### src/sv/swpc_pkg.sv
// Shared types and constants for the square window point count core.
// No dependencies; imported by the cell and the top level.
package swpc_pkg;

   localparam int MAX_POINTS_DEFAULT = 256;
   localparam int COORD_BITS_DEFAULT = 16;
   localparam int HALF_BITS          = 16;

   typedef enum logic [1:0] {
      OP_LOAD  = 2'd0,
      OP_QUERY = 2'd1,
      OP_CLEAR = 2'd2
   } op_type;

   // Control part of an item travelling down the cell chain.
   typedef struct packed {
      logic   valid;
      op_type op;
      logic   dropped;
   } token_ctrl_type;

endpackage

### src/sv/swpc_cell.sv
// One point cell of the chain: holds one stored point and its valid bit,
// and passes each item on to the next cell through its registers while advance is high. Uses swpc_pkg.
module swpc_cell #(
   parameter int INDEX      = 0,
   parameter int COORD_BITS = swpc_pkg::COORD_BITS_DEFAULT,
   parameter int COUNT_BITS = 9
) (
   input  logic                       clock,
   input  logic                       reset,
   input  logic                       advance,
   input  swpc_pkg::token_ctrl_type   ctrl_in,
   input  logic signed [COORD_BITS-1:0] x_in,
   input  logic signed [COORD_BITS-1:0] y_in,
   input  logic [swpc_pkg::HALF_BITS-1:0] hw_in,
   input  logic [COUNT_BITS-1:0]      count_in,
   output swpc_pkg::token_ctrl_type   ctrl_out,
   output logic signed [COORD_BITS-1:0] x_out,
   output logic signed [COORD_BITS-1:0] y_out,
   output logic [swpc_pkg::HALF_BITS-1:0] hw_out,
   output logic [COUNT_BITS-1:0]      count_out
);
   import swpc_pkg::*;

   localparam int MAG_BITS = COORD_BITS + 1;
   localparam int CMP_BITS = (MAG_BITS > HALF_BITS) ? MAG_BITS : HALF_BITS;
   // A load lands here when the count after it equals this slot number plus one.
   localparam logic [COUNT_BITS-1:0] SLOT = COUNT_BITS'(INDEX + 1);

   logic signed [COORD_BITS-1:0] px_ff, py_ff;
   logic                         held_ff;
   logic                         ctrl_valid_ff;
   op_type                       ctrl_op_ff;
   logic                         ctrl_dropped_ff;
   logic signed [COORD_BITS-1:0] x_ff, y_ff;
   logic [HALF_BITS-1:0]         hw_ff;
   logic [COUNT_BITS-1:0]        count_ff;

   logic [MAG_BITS-1:0] dx, dy, mx, my;
   logic                in_window, store_here;
   logic [COUNT_BITS-1:0] count_in_next;

   always_comb begin
      dx = {px_ff[COORD_BITS-1], px_ff} - {x_in[COORD_BITS-1], x_in};
      dy = {py_ff[COORD_BITS-1], py_ff} - {y_in[COORD_BITS-1], y_in};
      mx = dx[MAG_BITS-1] ? (~dx + MAG_BITS'(1)) : dx;
      my = dy[MAG_BITS-1] ? (~dy + MAG_BITS'(1)) : dy;
      in_window = (CMP_BITS'(mx) <= CMP_BITS'(hw_in)) && (CMP_BITS'(my) <= CMP_BITS'(hw_in));
      store_here = ctrl_in.valid && (ctrl_in.op == OP_LOAD) && !ctrl_in.dropped
                   && (count_in == SLOT);
      count_in_next = count_in;
      if (ctrl_in.valid && (ctrl_in.op == OP_QUERY) && held_ff && in_window) begin
         count_in_next = count_in + COUNT_BITS'(1);
      end
   end

   always_ff @(posedge clock) begin
      if (reset) begin
         held_ff       <= 1'b0;
         ctrl_valid_ff <= 1'b0;
      end else if (advance) begin
         ctrl_valid_ff <= ctrl_in.valid;
         if (store_here) begin
            held_ff <= 1'b1;
         end else if (ctrl_in.valid && (ctrl_in.op == OP_CLEAR)) begin
            held_ff <= 1'b0;
         end
      end
   end

   always_ff @(posedge clock) begin
      if (advance) begin
         ctrl_op_ff      <= ctrl_in.op;
         ctrl_dropped_ff <= ctrl_in.dropped;
         x_ff            <= x_in;
         y_ff            <= y_in;
         hw_ff           <= hw_in;
         count_ff        <= count_in_next;
         if (store_here) begin
            px_ff <= x_in;
            py_ff <= y_in;
         end
      end
   end

   always_comb begin
      ctrl_out.valid   = ctrl_valid_ff;
      ctrl_out.op      = ctrl_op_ff;
      ctrl_out.dropped = ctrl_dropped_ff;
   end

   assign x_out     = x_ff;
   assign y_out     = y_ff;
   assign hw_out    = hw_ff;
   assign count_out = count_ff;

endmodule

### config.mk
export PLATFORM = sky130hd
export DESIGN_NAME = swpc_cell
export DESIGN_NICKNAME = d
export VERILOG_FILES = /design/src/sv/swpc_pkg.sv /design/src/sv/swpc_cell.sv
export SDC_FILE = /design/constraint.sdc
export NUM_CORES = 1
export LEC_CHECK = 0
export BUFFER_PORTS_ARGS = -buffer_cell sky130_fd_sc_hd__buf_2
export CAP_MARGIN = 20
export CORE_AREA = 10 10 158 160
export DETAILED_ROUTE_END_ITERATION = 10
export DIE_AREA = 0 0 168 170
export MAX_ROUTING_LAYER = met4
export SLEW_MARGIN = 20
export SYNTH_ARGS = -nofsm -noshare
export SYNTH_HDL_FRONTEND = slang
export SYNTH_SLANG_ARGS = --single-unit
### constraint.sdc
create_clock -name clock -period 8 [get_ports clock]
set_input_delay 2 -clock clock [delete_from_list [all_inputs] [get_ports clock]]
set_output_delay 2 -clock clock [all_outputs]
set_load 0.05 [all_outputs]
==> impl_metrics.toml <==
[min_path]
hold_path_end = "ctrl_valid_ff$_SDFFE_PP0P_"
hold_depth = 2
hp-class = "flip-flop to flip-flop"
holdCritStartpoint = "ctrl_valid_ff$_SDFFE_PP0P_"

[synth]
synth_top_area_share_pct = 43.1
synth-seq-area-share_pct = 43.7
ys_seq_elements = 94
synthFlopType = "edfxtp_1"
ys_types = 67
async_flop_share_pct = 0
syn_nets = 746
synthTopCellsByCount = "edfxtp_1, ha_1, inv_1, nor2_1, a21oi_1"
syn_avg_cell_area_um2 = 10.5
yosys_warnings = 0
yosysMostFrequentCell = "edfxtp_1"
mappedNetlistArea_mm2 = 0.00641
synth_edf_count = 92
synth_area_leaders = "edfxtp_1, ha_1, xnor2_1, xor2_1, inv_1"
syn_inst = 612
synth_top_area_cell = "edfxtp_1"

[drt]
num_vias = 4864
dr.pass1.iters = 4
vias_per_cell = 4.77
route.detailed.wl_per_inst_um = 15.1
drt_iter0_markers = 231
final_antenna_net_count = 0
drcViolationCount = 0
wl_mm = 15.4

[global_routing]
antenna_found_initial = 2
grt_start_max_net_pins = 63
track_usage_pct = 10.9
first_global_vias = 4932
grt_pass1_wl_mm = 24.6
grt-ovfl-total = 0

[place]
numPortBuffers = 124
dp_hpwl_mm = 12.0
place_inst = 1002
routabilityCongestion = 0.874

[timing]
setup_violations = 0
fmax_ghz = 0.157
min_period_over_period_pct = 79.5
final.setup_skew_ns = 0.00781
rsz0062_at_grt = "false"
drv_slew = 0
max_slew_margin_pct = 45.2
hold_violations = 0
fin_setup_tns_ns = 0
min_period_ns = 6.36
hold_slack_ns = 0.474
worstMarginPinSlew_ns = 0.822

[clocking]
clkSlewWorstSetupHoldPaths_ns = 0.07
cts_resized = 0
cts_setup_buffers = 0
cts_root_buf = "clkbuf_16"
clkSinkCount = 94
numCtsBuffers = 9
hold_buffers = 0
clockBufferDepth = 2
cts_htree_levels = 3
insertion_delay_ns = 0.36
cts_tree = "built"

[critical_path]
crit_required_ns = 8.11
cp-startpoint = "y_in[0]"
worst_r2r_endpoint = "count_out[7]$_DFFE_PP_"
worstPathMaxFanout = 8
r2r_slack_ns = 3.05
r2r_cells = 20
arrival_ns = 6.47
crit_type = "primary input to flip-flop"
start_kind = "primary input"
worstSetupEndpointType = "flip-flop"
r2r-start = "py_ff[0]$_DFFE_PP_"

[finish]
drive_gt1_share_pct = 21.7
nets = 867
final_cells = 1020
area_growth_pct = 19.2
n_fill_cell = 2204

[pwr]
powerDensity_mw_per_mm2 = 182
power.leakage_uw = 0.00330
vdd_drop_max_mv = 0.0955

[floorplan]
fp.coreArea_mm2 = 0.0217
die_h_um = 170
die_w_um = 168
rows = 54
initial_core_util_pct = 29.6
io_pins = 125
die-area_mm2 = 0.0286

[run_status]
outcome = "finished, final reports clean"

[run]
maxCapViolCount = 0
==> final cells by class <==
cell class                 instances  area, um^2  area share, %
sequential                        94        2800           36.7
clock inverter                     4        70.1          0.916
tap                              280         350           4.58
multi-input combinational        443        3310           43.2
antenna                            2        5.00         0.0655
timing repair buffer             128         651           8.51
clock buffer                      12         246           3.22
inverter                          57         214           2.80
==> placed cells by master, fill, tap and decap left out, types with 3 or more instances in the layout <==
master / n
o21a_1: 6
nand3_2: 3
xnor2_1: 29
ha_1: 68
and3_1: 9
nand4_1: 10
clkbuf_16: 9
nor3_1: 14
a31oi_1: 8
o21ai_0: 22
a211o_1: 4
nand2_1: 34
a211oi_1: 4
a21oi_1: 41
o211ai_1: 8
inv_1: 57
nand3_1: 8
buf_2: 124
xor2_1: 26
nand2b_1: 11
nor2b_1: 7
nor4_1: 4
buf_4: 4
nand3b_1: 3
edfxtp_1: 92
a221o_1: 3
o31ai_1: 3
nor2_1: 44
and2_1: 5
a21o_1: 19
or3_1: 4
==> critical path: stages <==
cell and delay [ns]:
buf_2 0.11, ha_1 0.21, fa_1 0.39, nand2b_1 0.18, a21o_1 0.20, a21oi_1 0.19, o211ai_1 0.14, a221o_1 0.44
nor4b_4 0.33, a31oi_1 0.16, xnor2_1 0.16, ha_1 0.30, a21o_1 0.18, a21oi_1 0.19, nand3b_1 0.10, o31ai_1 0.25
o211ai_1 0.19, a41oi_4 0.40, nand4_1 0.18, xnor2_1 0.16
==> how the worst max path moves through the flow <==
stage | end | depth (start not counted)
2_1_floorplan | count_out[6]$_DFFE_PP_ | 20
3_3_place_gp | count_out[8]$_DFFE_PP_ | 20
3_5_place_dp | count_out[7]$_DFFE_PP_ | 20
4_1_cts | count_out[7]$_DFFE_PP_ | 20
5_1_grt | count_out[7]$_DFFE_PP_ | 20
6_report | count_out[7]$_DFFE_PP_ | 20
==> stage by stage <==
stage	util [%]	power [uW]	area [um^2]	setup WS, ns
2_1_floorplan	-	847	6410	1.77
3_3_place_gp	33.8	937	7320	1.41
3_5_place_dp	33.8	941	7320	1.23
4_1_cts	35.2	1410	7640	1.59
5_1_grt	35.3	1470	7650	1.23
6_report	35.3	1390	7650	1.64
==> kinds of logic (layout without fill, tap and decap cells) <==
kind of cell / count (synthesis) / in the layout / synth area share (%)
AO/OA/AOI/OAI: 141 / 141 / 14.8
XOR/XNOR: 56 / 56 / 7.77
adder cells (fa/ha/maj): 70 / 70 / 13.9
buffers and inverters: 75 / 201 / 4.82
flip-flops: 94 / 94 / 43.7
multiplexers: 2 / 2 / 0.312
other: 0 / 2 / 0
AND/OR/NAND/NOR: 174 / 174 / 14.7
==> per-layer routing <==
layer  vias to the layer above  track usage [%]  part of all wire [%]
met4                         0             4.01                   1.3
met2                       121             14.9                    41
met5                         -                -                     0
li1                       2502                -                     -
met1                      2231             14.5                    51
met3                        10             3.73                   7.2
==> where the power goes <==
part,leakage (uW),switching [uW],internal (uW)
Sequential,0.000891,5.04,568
Clock,0.000157,182,282
Combinational,0.00225,237,118
Total,0.00330,424,968
==> state kept, by name (all words and copies together) (netlist names) <==
register         count
ctrl_op_ff           2
count_out            9
ctrl_dropped_ff      1
py_ff               16
hw_out              16
held_ff              1
y_out               16
ctrl_valid_ff        1
px_ff               16
x_out               16
Power figures use the tool's default switching activity.
